`config.mk`:
```
export PLATFORM = sky130hd
export DESIGN_NAME = sha1_stream_hasher_top
export DESIGN_NICKNAME = d
export VERILOG_FILES = /design/src/rtl/sha1sh_pkg.sv /design/src/rtl/sha1sh_front.sv /design/src/rtl/sha1sh_core.sv /design/src/rtl/sha1_stream_hasher_top.sv
export SDC_FILE = /design/constraint.sdc
export NUM_CORES = 2
export LEC_CHECK = 0
export ABC_AREA = 1
export BUFFER_PORTS_ARGS = -buffer_cell sky130_fd_sc_hd__buf_2
export CAP_MARGIN = 25
export CORE_MARGIN = 2
export CORE_UTILIZATION = 50
export DETAILED_ROUTE_END_ITERATION = 8
export HOLD_SLACK_MARGIN = 0.1
export PLACE_DENSITY = 0.65
export SLEW_MARGIN = 20
export SYNTH_ARGS = -nofsm -noshare
export SYNTH_HDL_FRONTEND = slang
export SYNTH_HIERARCHICAL = 1
export SYNTH_SLANG_ARGS = --single-unit
```
`constraint.sdc`:
```
create_clock -name clk -period 18.9 [get_ports clk]
set_input_delay 2.835 -clock clk [delete_from_list [all_inputs] [get_ports clk]]
set_output_delay 2.835 -clock clk [all_outputs]
set_load 0.01 [all_outputs]
```
`src/rtl/sha1sh_pkg.sv`:
```
// Shared types and constants for the streaming SHA-1 hasher.
// No dependencies; every other file imports this package.
package sha1sh_pkg;

	typedef struct packed {
		logic [7:0] data_byte;
		logic       has_byte;
		logic       end_of_message;
	} in_item_t;

	typedef struct packed {
		logic [31:0] digest_word;
		logic [2:0]  word_number;
		logic        last_word;
		logic        length_overflow;
	} out_item_t;

	// Command passed from the front end to the compression engine.
	typedef struct packed {
		logic [511:0] block;
		logic         finish;
		logic         overflow;
	} job_t;

	localparam logic [31:0] H0_INIT = 32'h67452301;
	localparam logic [31:0] H1_INIT = 32'hEFCDAB89;
	localparam logic [31:0] H2_INIT = 32'h98BADCFE;
	localparam logic [31:0] H3_INIT = 32'h10325476;
	localparam logic [31:0] H4_INIT = 32'hC3D2E1F0;
	localparam logic [31:0] K0 = 32'h5A827999;
	localparam logic [31:0] K1 = 32'h6ED9EBA1;
	localparam logic [31:0] K2 = 32'h8F1BBCDC;
	localparam logic [31:0] K3 = 32'hCA62C1D6;
	localparam logic [7:0]  PAD_BYTE = 8'h80;
	localparam int          WORD_COUNT = 5;

endpackage

```
`src/rtl/sha1sh_front.sv`:
```
// Front end: gathers bytes into blocks, counts bits, builds padding blocks.
// Depends on sha1sh_pkg.
module sha1sh_front (
	input  logic                 clk,
	input  logic                 arst_n,
	input  sha1sh_pkg::in_item_t in_item,
	input  logic                 push,
	output logic                 full,
	output sha1sh_pkg::job_t     job,
	output logic                 job_valid,
	input  logic                 job_ready
);
	import sha1sh_pkg::*;

	localparam logic [1:0] ST_COLLECT = 2'd0;
	localparam logic [1:0] ST_PAD2    = 2'd1;

	logic [1:0]   state_q;
	logic [511:0] blk_q;
	logic [6:0]   fill_q;
	logic [63:0]  bits_q;
	logic         ovf_q;
	logic         job_valid_q;
	job_t         job_q;
	logic [511:0] cur_block;
	logic [511:0] pad_block;
	logic [511:0] len_block;
	logic         accept;
	logic [63:0]  bits_next;
	logic         store;

	assign full = job_valid_q || (state_q != ST_COLLECT);
	assign accept = push && !full;
	assign store = in_item.has_byte && !ovf_q;
	assign bits_next = bits_q + 64'd8;
	assign job = job_q;
	assign job_valid = job_valid_q;

	// Block as it stands, with the new byte (if stored) included; bytes past the fill
	// become zero, and in pad_block the pad byte sits right after the last data byte.
	always_comb begin
		logic [6:0] n;
		n = fill_q + {6'd0, accept && store};
		for (int i = 0; i < 64; i++) begin
			logic [7:0] b;
			if (accept && store && (i == int'(fill_q[5:0])))
				b = in_item.data_byte;
			else
				b = blk_q[511-8*i -: 8];
			cur_block[511-8*i -: 8] = (i < int'(n)) ? b : 8'd0;
			pad_block[511-8*i -: 8] = (i < int'(n)) ? b : ((i == int'(n)) ? PAD_BYTE : 8'd0);
			len_block[511-8*i -: 8] = 8'd0;
		end
		if (n < 7'd56)
			pad_block[63:0] = store && accept ? bits_next : bits_q;
		len_block[63:0] = bits_q;
	end

	// Byte 0 of the block sits in the top bits.
	always_ff @(posedge clk) begin
		for (int i = 0; i < 64; i++)
			if (accept && store && (fill_q[5:0] == 6'(i)))
				blk_q[511-8*i -: 8] <= in_item.data_byte;
	end

	always_ff @(posedge clk or negedge arst_n) begin
		if (!arst_n) begin
			state_q <= ST_COLLECT;
			fill_q <= '0;
			bits_q <= '0;
			ovf_q <= 1'b0;
			job_valid_q <= 1'b0;
			job_q <= '0;
		end else begin
			if (job_valid_q && job_ready && (state_q != ST_PAD2))
				job_valid_q <= 1'b0;
			case (state_q)
				ST_COLLECT: begin
					if (accept) begin
						logic [6:0] n;
						logic       o;
						n = fill_q + {6'd0, store};
						o = ovf_q || (store && (bits_next == 64'd0));
						if (in_item.end_of_message && o) begin
							job_q <= '{block: '0, finish: 1'b1, overflow: 1'b1};
							job_valid_q <= 1'b1;
							fill_q <= '0; bits_q <= '0; ovf_q <= 1'b0;
						end else if (in_item.end_of_message && (n >= 7'd56)) begin
							job_q <= '{block: (n == 7'd64) ? cur_block : pad_block,
								finish: 1'b0, overflow: 1'b0};
							job_valid_q <= 1'b1;
							state_q <= ST_PAD2;
							if (store) bits_q <= bits_next;
							fill_q <= n;
							ovf_q <= o;
						end else if (in_item.end_of_message) begin
							job_q <= '{block: pad_block, finish: 1'b1, overflow: 1'b0};
							job_valid_q <= 1'b1;
							fill_q <= '0; bits_q <= '0; ovf_q <= 1'b0;
						end else begin
							if (store) bits_q <= bits_next;
							ovf_q <= o;
							if (n == 7'd64) begin
								job_q <= '{block: cur_block, finish: 1'b0, overflow: 1'b0};
								job_valid_q <= 1'b1;
								fill_q <= '0;
							end else if (store) begin
								fill_q <= n;
							end
						end
					end
				end
				ST_PAD2: begin
					if (!job_valid_q || job_ready) begin
						// Full block ended exactly: second block carries the pad byte too.
						job_q <= '{block: (fill_q == 7'd64) ? {PAD_BYTE, len_block[503:0]}
							: len_block, finish: 1'b1, overflow: 1'b0};
						job_valid_q <= 1'b1;
						state_q <= ST_COLLECT;
						fill_q <= '0; bits_q <= '0; ovf_q <= 1'b0;
					end
				end
				default: state_q <= ST_COLLECT;
			endcase
		end
	end

	assert property (@(posedge clk) disable iff (!arst_n)
		job_valid_q && !job_ready |=> job_valid_q && $stable(job_q)) else $error("job dropped");
	assert property (@(posedge clk) disable iff (!arst_n)
		fill_q <= 7'd64) else $error("fill beyond block");
	assert property (@(posedge clk) disable iff (!arst_n)
		state_q == ST_PAD2 |-> full) else $error("accept during pad");
endmodule

```
`src/rtl/sha1sh_core.sv`:
```
// Compression engine: 80 rounds, one per cycle, then digest word output queue.
// Depends on sha1sh_pkg.
module sha1sh_core (
	input  logic                  clk,
	input  logic                  arst_n,
	input  sha1sh_pkg::job_t      job,
	input  logic                  job_valid,
	output logic                  job_ready,
	output sha1sh_pkg::out_item_t out_item,
	output logic                  empty,
	input  logic                  pop
);
	import sha1sh_pkg::*;

	localparam logic [1:0] ST_IDLE  = 2'd0;
	localparam logic [1:0] ST_ROUND = 2'd1;
	localparam logic [1:0] ST_EMIT  = 2'd2;

	logic [1:0]  state_q;
	logic [6:0]  rnd_q;
	logic [31:0] w_q [16];
	logic [31:0] a_q, b_q, c_q, d_q, e_q;
	logic [31:0] h_q [5];
	logic        fin_q;
	logic        ovf_q;
	logic [2:0]  word_q;
	logic [31:0] f, k, t, wnext;

	assign job_ready = (state_q == ST_IDLE);
	assign empty = (state_q != ST_EMIT);
	assign out_item.digest_word = ovf_q ? 32'd0 : h_q[word_q];
	assign out_item.word_number = word_q;
	assign out_item.last_word = ovf_q || (word_q == 3'(WORD_COUNT - 1));
	assign out_item.length_overflow = ovf_q;

	always_comb begin
		if (rnd_q < 7'd20) begin
			f = (b_q & c_q) | (~b_q & d_q); k = K0;
		end else if (rnd_q < 7'd40) begin
			f = b_q ^ c_q ^ d_q; k = K1;
		end else if (rnd_q < 7'd60) begin
			f = (b_q & c_q) | (b_q & d_q) | (c_q & d_q); k = K2;
		end else begin
			f = b_q ^ c_q ^ d_q; k = K3;
		end
		t = {a_q[26:0], a_q[31:27]} + f + e_q + w_q[0] + k;
		wnext = w_q[13] ^ w_q[8] ^ w_q[2] ^ w_q[0];
	end

	always_ff @(posedge clk or negedge arst_n) begin
		if (!arst_n) begin
			state_q <= ST_IDLE;
			rnd_q <= '0;
			word_q <= '0;
			fin_q <= 1'b0;
			ovf_q <= 1'b0;
			h_q <= '{H0_INIT, H1_INIT, H2_INIT, H3_INIT, H4_INIT};
		end else begin
			case (state_q)
				ST_IDLE: begin
					if (job_valid) begin
						fin_q <= job.finish;
						ovf_q <= job.overflow;
						word_q <= '0;
						rnd_q <= '0;
						if (job.overflow) begin
							state_q <= ST_EMIT;
						end else begin
							for (int i = 0; i < 16; i++)
								w_q[i] <= job.block[511-32*i -: 32];
							a_q <= h_q[0]; b_q <= h_q[1]; c_q <= h_q[2];
							d_q <= h_q[3]; e_q <= h_q[4];
							state_q <= ST_ROUND;
						end
					end
				end
				ST_ROUND: begin
					for (int i = 0; i < 15; i++)
						w_q[i] <= w_q[i+1];
					w_q[15] <= {wnext[30:0], wnext[31]};
					a_q <= t; b_q <= a_q; c_q <= {b_q[1:0], b_q[31:2]};
					d_q <= c_q; e_q <= d_q;
					rnd_q <= rnd_q + 7'd1;
					if (rnd_q == 7'd79) begin
						h_q[0] <= h_q[0] + t;
						h_q[1] <= h_q[1] + a_q;
						h_q[2] <= h_q[2] + {b_q[1:0], b_q[31:2]};
						h_q[3] <= h_q[3] + c_q;
						h_q[4] <= h_q[4] + d_q;
						state_q <= fin_q ? ST_EMIT : ST_IDLE;
					end
				end
				ST_EMIT: begin
					if (pop) begin
						word_q <= word_q + 3'd1;
						if (out_item.last_word) begin
							state_q <= ST_IDLE;
							ovf_q <= 1'b0;
							h_q <= '{H0_INIT, H1_INIT, H2_INIT, H3_INIT, H4_INIT};
						end
					end
				end
				default: state_q <= ST_IDLE;
			endcase
		end
	end

	assert property (@(posedge clk) disable iff (!arst_n)
		state_q == ST_EMIT |-> word_q <= 3'(WORD_COUNT - 1)) else $error("word index");
	assert property (@(posedge clk) disable iff (!arst_n)
		state_q == ST_ROUND |-> rnd_q < 7'd80) else $error("round count");
	assert property (@(posedge clk) disable iff (!arst_n)
		ovf_q && !empty |-> word_q == 3'd0) else $error("overflow result count");
endmodule

```
`src/rtl/sha1_stream_hasher_top.sv`:
```
// Top level of the streaming SHA-1 hasher.
// Depends on sha1sh_pkg, sha1sh_front and sha1sh_core.
//
// The hasher takes one message byte per transfer (or an end marker without a byte, so
// empty messages work), hashes each full 64-byte block with an 80-round engine that runs
// one round per cycle, and on the end marker pads the message and delivers the five
// digest words H0..H4 as five result transfers, or a single result with length_overflow
// set if the bit count passed 2^64. Bytes take one cycle each while the front end
// gathers a block and no finished block waits; a finished block waits in a one-entry
// hand-off register until the engine takes it, and the next block gathers while the
// rounds run, so the sustained rate is set by the round engine. A message end costs one or
// two extra blocks of rounds. Bytes of the next message are gathered meanwhile, but its
// first full block waits until the digest words have all been popped.
module sha1_stream_hasher_top (
	input  logic                   clk,
	input  logic                   arst_n,
	input  sha1sh_pkg::in_item_t   in_item,
	input  logic                   push,
	output logic                   full,
	output sha1sh_pkg::out_item_t  out_item,
	output logic                   empty,
	input  logic                   pop
);
	import sha1sh_pkg::*;

	job_t job;
	logic job_valid;
	logic job_ready;

	sha1sh_front u_front (
		.clk(clk), .arst_n(arst_n), .in_item(in_item), .push(push), .full(full),
		.job(job), .job_valid(job_valid), .job_ready(job_ready)
	);

	sha1sh_core u_core (
		.clk(clk), .arst_n(arst_n), .job(job), .job_valid(job_valid),
		.job_ready(job_ready), .out_item(out_item), .empty(empty), .pop(pop)
	);
endmodule

```
## After elaboration in Yosys (flattened, before gate mapping)

Memory sizes are Yosys's and may differ from the RTL's.
Cells that the tools add are included.

| word-level totals | value |
|---|---|
| memory bits (writable) | 512 |
| register bits | 1,435 |
| output and inout bits | 39 |
| bits of input ports | 14 |
| memories kept | 1 |

Memories:

| name | depth | bits a word | read ports | clocked after Yosys merged registers in | wr ports | RTL line | RTL |
|---|---|---|---|---|---|---|---|
| u_core.w_q | 16 | 32 | 16 | 0 | 16 | sha1sh_core.sv:21 | `logic [31:0] w_q [16];` |

| cells by class | value |
|---|---|
| bitwise operators | 30 |
| mux-type cells | 368 |
| order comparisons | 70 |
| equal/unequal tests | 209 |
| add/subtract/negate cells | 14 |
| reduce and logical (&&, ||, !) cells | 167 |

Operator list:

| operator | number |
|---|---|
| two-way mux 514 bit | 6 |
| two-way mux 8 bit | 256 |
| two-way mux 32 bit | 34 |
| one-hot mux 514 bit (2 select lines) | 1 |
| two-way mux 512 bit | 2 |
| two-way mux 64 bit | 8 |
| two-way mux 160 bit | 3 |
| one-hot mux 160 bit (2 select lines) | 1 |
| one-hot mux 32 bit (2 select lines) | 5 |
| adder 32 bit | 9 |
| equality test 7 bit (first input constant) | 32 |
| less-than comparator 6 x 7 -> 1 bit (first input constant) | 32 |
| equality test 6 bit (first input constant) | 32 |
| equality test 6 bit (second input constant) | 32 |
| XOR 32 bit | 5 |
| logical AND 1 bit | 138 |
| bitwise AND 32 bit | 4 |
| one-hot mux 64 bit (2 select lines) | 1 |
| equality test 6 x 7 -> 1 bit (first input constant) | 16 |
| less-than comparator 5 x 7 -> 1 bit (first input constant) | 16 |
| binary-select mux 32 bit (select 3 bit) | 1 |
| equality test 5 x 6 -> 1 bit (first input constant) | 16 |
| equality test 6 x 5 -> 1 bit (second input constant) | 16 |
| OR 32 bit | 3 |
| 55 further kinds | 189 |

## Longest topological paths before layout

| depth | value |
|---|---|
| depth in word-level cells | 15 |
| mapped depth | 39 |
| mapped depth without buffers | 38 |

## Hierarchy

Netlist, hierarchy kept.

Modules (own cells, without submodules):

| module | cells an instance | instances | area each (um2) |
|---|---|---|---|
| sha1sh_front | 5,893 | 1 | 51,941.1 |
| sha1sh_core | 5,904 | 1 | 51,918.5 |

## Worst setup path after synthesis

Ideal clock, no wire load.

| timing | value |
|---|---|
| path kind | input to register |
| from | input arst_n |
| to | memory u_core.w_q[0][0] (enable) |
| buffers on the path | 4 |
| setup time | 3,664 ps |
| required time | 15,236 ps |
| arrival | 11,811 ps |
| stages | 6 |
| slack | 3,425 ps |
| path through | nand3_1 buf_2 buf_2 buf_2 buf_2 nand2_1 |

RTL lines:

| what | RTL line | RTL |
|---|---|---|
| start, declared | sha1_stream_hasher_top.sv:16 | `input logic arst_n,` |
| end, declared | sha1sh_core.sv:21 |  |

## Final worst setup path

| timing | value |
|---|---|
| from | register u_core.rnd_q[4] |
| to | register u_core/h_q[142] (netlist bit) |

| on the way | value |
|---|---|
| word-level cells in the longest chain between the ends | 11 |
| elaborated cells on any way between the ends | 19 |
| those cells by class | add/sub (5); order compare (3); eq/ne (2); mux (8); reduce/logical (1) |

Ends and longest elaborated chain:

| what | RTL line | RTL |
|---|---|---|
| start, declared | sha1sh_core.sv:20 | `logic [6:0] rnd_q;` |
| start signal, assigned | sha1sh_core.sv:83 | `rnd_q <= rnd_q + 7'd1;` |
| less-than comparator 7 x 6 -> 1 bit | sha1sh_core.sv:41 | `end else if (rnd_q < 7'd60) begin` |
| two-way mux 32 bit | sha1sh_core.sv:41 |  |
| two-way mux 32 bit | sha1sh_core.sv:39 | `end else if (rnd_q < 7'd40) begin` |
| two-way mux 32 bit | sha1sh_core.sv:37 | `if (rnd_q < 7'd20) begin` |
| adder 32 bit (4 in a row) | sha1sh_core.sv:46 | `t = {a_q[26:0], a_q[31:27]} + f + e_q + w_q[0] + k;` |
| adder 32 bit | sha1sh_core.sv:85 | `h_q[0] <= h_q[0] + t;` |
| two-way mux 160 bit | sha1sh_core.sv:84 | `if (rnd_q == 7'd79) begin` |
| one-hot mux 160 bit (2 select lines) | sha1sh_core.sv:59 | `case (state_q)` |
| end signal, assigned | sha1sh_core.sv:57 | `h_q <= '{H0_INIT, H1_INIT, H2_INIT, H3_INIT, H4_INIT};` |
| end signal, assigned | sha1sh_core.sv:99 | `h_q <= '{H0_INIT, H1_INIT, H2_INIT, H3_INIT, H4_INIT};` |
| end, declared | sha1sh_core.sv:23 | `logic [31:0] h_q [5];` |

Several ways; a longest one is shown, not always the timed one. The select of a mux whose other input is x is not followed.
A chain may end at the register's enable or synchronous reset.

==> metrics.md <==
| Metric | Value |
|---|---|
| Total length of routed wires | `389600 um` |
| Dpl hpwl | `264700 um` |
| Total gr overflow | `0` |
| Cts hold-fix bufs | `0` |
| CTS Root Cell | `clkbuf_16` |
| Final cell count without fillers | `14520` |
| RSZ-0062 raised after global routing | `no` |
| Ports | `53` |
| Fillers | `18790` |
| Core Util, Final | `54.79%` |
| Worst Setup Path Type | `register to register` |
| NumNets Final | `11970` |
| Async SR Flop Fraction | `39.06%` |
| All-Layer GR Usage | `36.39%` |
| Combined area of the multi-input logic cells | `43170 um^2` |
| GP Congestion | `0.9994` |
| M1 GR Usage | `52.14%` |
| Status | `finished, final reports clean` |
| Startpoint types | `register` |
| Synthesized area | `103900 um^2` |
| Syn Inst Count | `11800` |
| Post-synthesis sequential area ratio | `52.62%` |
| Critical Path RT | `19600 ps` |
| Worst Tran Pin Value | `1184 ps` |
| Distinct cell type count after synthesis | `66` |
| Final instance area | `113300 um^2` |
| Initial antenna violation count | `12` |
| Post-DR wirelength/cell | `26.83 um` |
| Global-route wire length before repair | `567000 um` |
| Avg Inst Size Synth | `8.804 um^2` |
| Router iterations before antenna repair | `8` |
| Period utilization | `47.33%` |
| Remaining DRCs | `0` |
| Placement Rows | `167` |
| Number of clock sinks | `1943` |
| Yosys Warn Count | `6` |
| Fraction of layout cells with a size suffix above 1 | `7.957%` |
| Crit-path max cell delay | `1020 ps` |
| IO Port Bufs | `52` |
| Hold Path Class | `register to register` |
| Cells after DPL | `14110` |
| Final setup viols | `0` |
| Routed vias | `87380` |
| Clk Latency, worst-skew pair | `880 ps` |
| Max-cap violations | `0` |
| Die Width | `459.8 um` |
| GR met3 Demand/Resource | `7.066%` |
| Number of global-route vias before repair | `82330` |
| Clock Skews | `70.84 ps` |
| Placed inst area | `106100 um^2` |
| Count of final hold-check violations | `0` |
| Drt initial violations | `11030` |
| Die H | `459.8 um` |
| Synth Flop Type | `edfxtp_1` |
| H-tree depth | `4` |
| Via/cell ratio | `6.017` |
| Max-slew violations | `0` |
| Seq. cell area | `54650 um^2` |
| Max Fclk | `111.8 MHz` |
| Starting density of the core | `50.21%` |
| Busiest grt layer | `met2` |
| Reg clk slew, reported paths | `60 ps` |
| Antenna Violating Nets Remaining | `0` |
| Register bit total from synthesis | `1943` |
| Pin count of the biggest net entering global routing | `212` |
| TritonCTS clock tree | `done` |
| Crit path top cell by count | `inv_1` |
| Post-layout min period | `8946 ps` |
| CTS buffer count | `209` |
| Die area | `211400 um^2` |
| Layout area overhead | `9.123%` |
| Met2 GRT Util | `54.53%` |
| WP data arrival | `9650 ps` |
| Worst slew margin | `20.78%` |
| Post-synth EDFFs | `1184` |
| Max FO, Critical Path | `25` |
| Post-CTS sizing | `0` |
| Clock Tree Buf Depth | `3` |
| Syn nets | `12140` |
| Core Box Area | `206900 um^2` |
| Post-CTS setup buffers | `0` |
| Max stage delay cell, worst path | `nand2_1` |
| Setup crit end kind | `register` |
| Setup TNS | `0 ps` |
[metrics by stage]
stage / hold WS [ps] / setup slack [ps]
after floorplan: 442.2 / 3425
after global placement: 457.8 / 10100
after detailed placement: 461.7 / 10160
after CTS: 478.8 / 10130
after global routing: 487.3 / 9514
final: 478.0 / 9954
[critical path, delay by kind of cell (launching register included)]
| family | cells | cell delay [ps] |
|---|---|---|
| buffers and inverters | 5 | 770 |
| XOR/XNOR | 1 | 390 |
| AO/OA/AOI/OAI | 7 | 2150 |
| adder cells (fa/ha/maj) | 6 | 2560 |
| AND/OR/NAND/NOR | 9 | 2450 |
| flip-flops | 1 | 470 |
[cell usage in the layout, fill, tap and decap left out, types with 151 or more instances in the layout]
cell,Yosys,final
a21oi_1,618,617
buf_4,42,151
clkbuf_16,0,211
dfrtp_1,679,676
edfxtp_1,1184,1184
ha_1,203,203
inv_1,856,852
mux2_2,161,161
nand2_1,3236,3233
nand3_1,697,696
nor2_1,1005,1001
o21ai_0,1324,1324
[cell usage after synthesis, drive strengths merged (74+ instances only)]
cell | number | area, um^2
nand2 | 3254 | 12270
dfrtp | 679 | 16990
clkbuf | 303 | 1137
o21ai | 1441 | 7242
nand3 | 700 | 3518
o22ai | 106 | 663.1
xnor2 | 114 | 998.5
edfxtp | 1184 | 35550
ha | 203 | 2540
buf | 294 | 1620
mux2 | 161 | 1813
nor2 | 1059 | 4174
o211ai | 74 | 555.5
fa | 125 | 2502
inv | 896 | 3363
dfstp | 80 | 2102
xor2 | 83 | 749.5
a21oi | 631 | 3207
[worst paths after layout]
kind	start	to	slack [ps]	cells past startpoint
max reg2reg	u_core/rnd_q[4]$_DFFE_PN0P_	u_core/h_q[142]$_DFFE_PN0P_	9950	28
max	u_core/rnd_q[4]$_DFFE_PN0P_	u_core/h_q[142]$_DFFE_PN0P_	9950	28
max in group asynchronous	arst_n	u_front/bits_q[54]$_DFFE_PN0P_	14400	4
min reg2reg	u_front/job[85]$_DFFE_PN0P_	u_front/job[85]$_DFFE_PN0P_	480	2
min in group asynchronous	arst_n	u_front/job[430]$_DFFE_PN0P_	1790	1
min	u_front/job[85]$_DFFE_PN0P_	u_front/job[85]$_DFFE_PN0P_	480	2
[final cells by class]
cell class                      instances  share of cell area (%)
Antenna cell                            5                 0.01104
Clock buffer                          300                   5.113
Clock inverter                        100                   1.087
Inverter                              907                   3.029
Multi-Input combinational cell       8350                   38.09
Sequential cell                      1943                   48.22
Tap cell                             2704                   2.985
Timing Repair Buffer                  213                   1.466
[kinds of logic after synthesis]
logic type                 synth area share (%)
muxes                                     1.861
and+or+nand+nor                           20.07
adders and majority gates                 4.855
AOI/OAI and AO/OA                         12.98
buffers and inverters                     5.933
xor gates and xnor gates                  1.683
DFF                                       52.62
[state kept, by name, summed over array words and instances, names as in the netlist]
signal             cells
u_core/rnd_q           7
u_core/d_q            32
u_core/ovf_q           1
u_core/fin_q           1
u_core/w_q           512
u_core/b_q            32
u_front/job          514
u_core/a_q            32
u_core/h_q           160
u_front/blk_q        512
u_front/job_valid      1
u_front/state_q        1
u_core/state_q         2
u_front/bits_q        61
u_core/e_q            32
u_front/fill_q         7
u_front/ovf_q          1
u_core/word_q          3
u_core/c_q            32
[per-layer routing]
| metal | vias to the layer above | wire length (um) |
|---|---|---|
| met5 | - | 44 |
| met4 | 8 | 17400 |
| met3 | 751 | 39790 |
| met2 | 4734 | 170000 |
| met1 | 42510 | 162300 |
| li1 | 39370 | - |
Power is not shown: default switching activity piles up to over one toggle a cycle in this logic, so the estimate is an artifact.
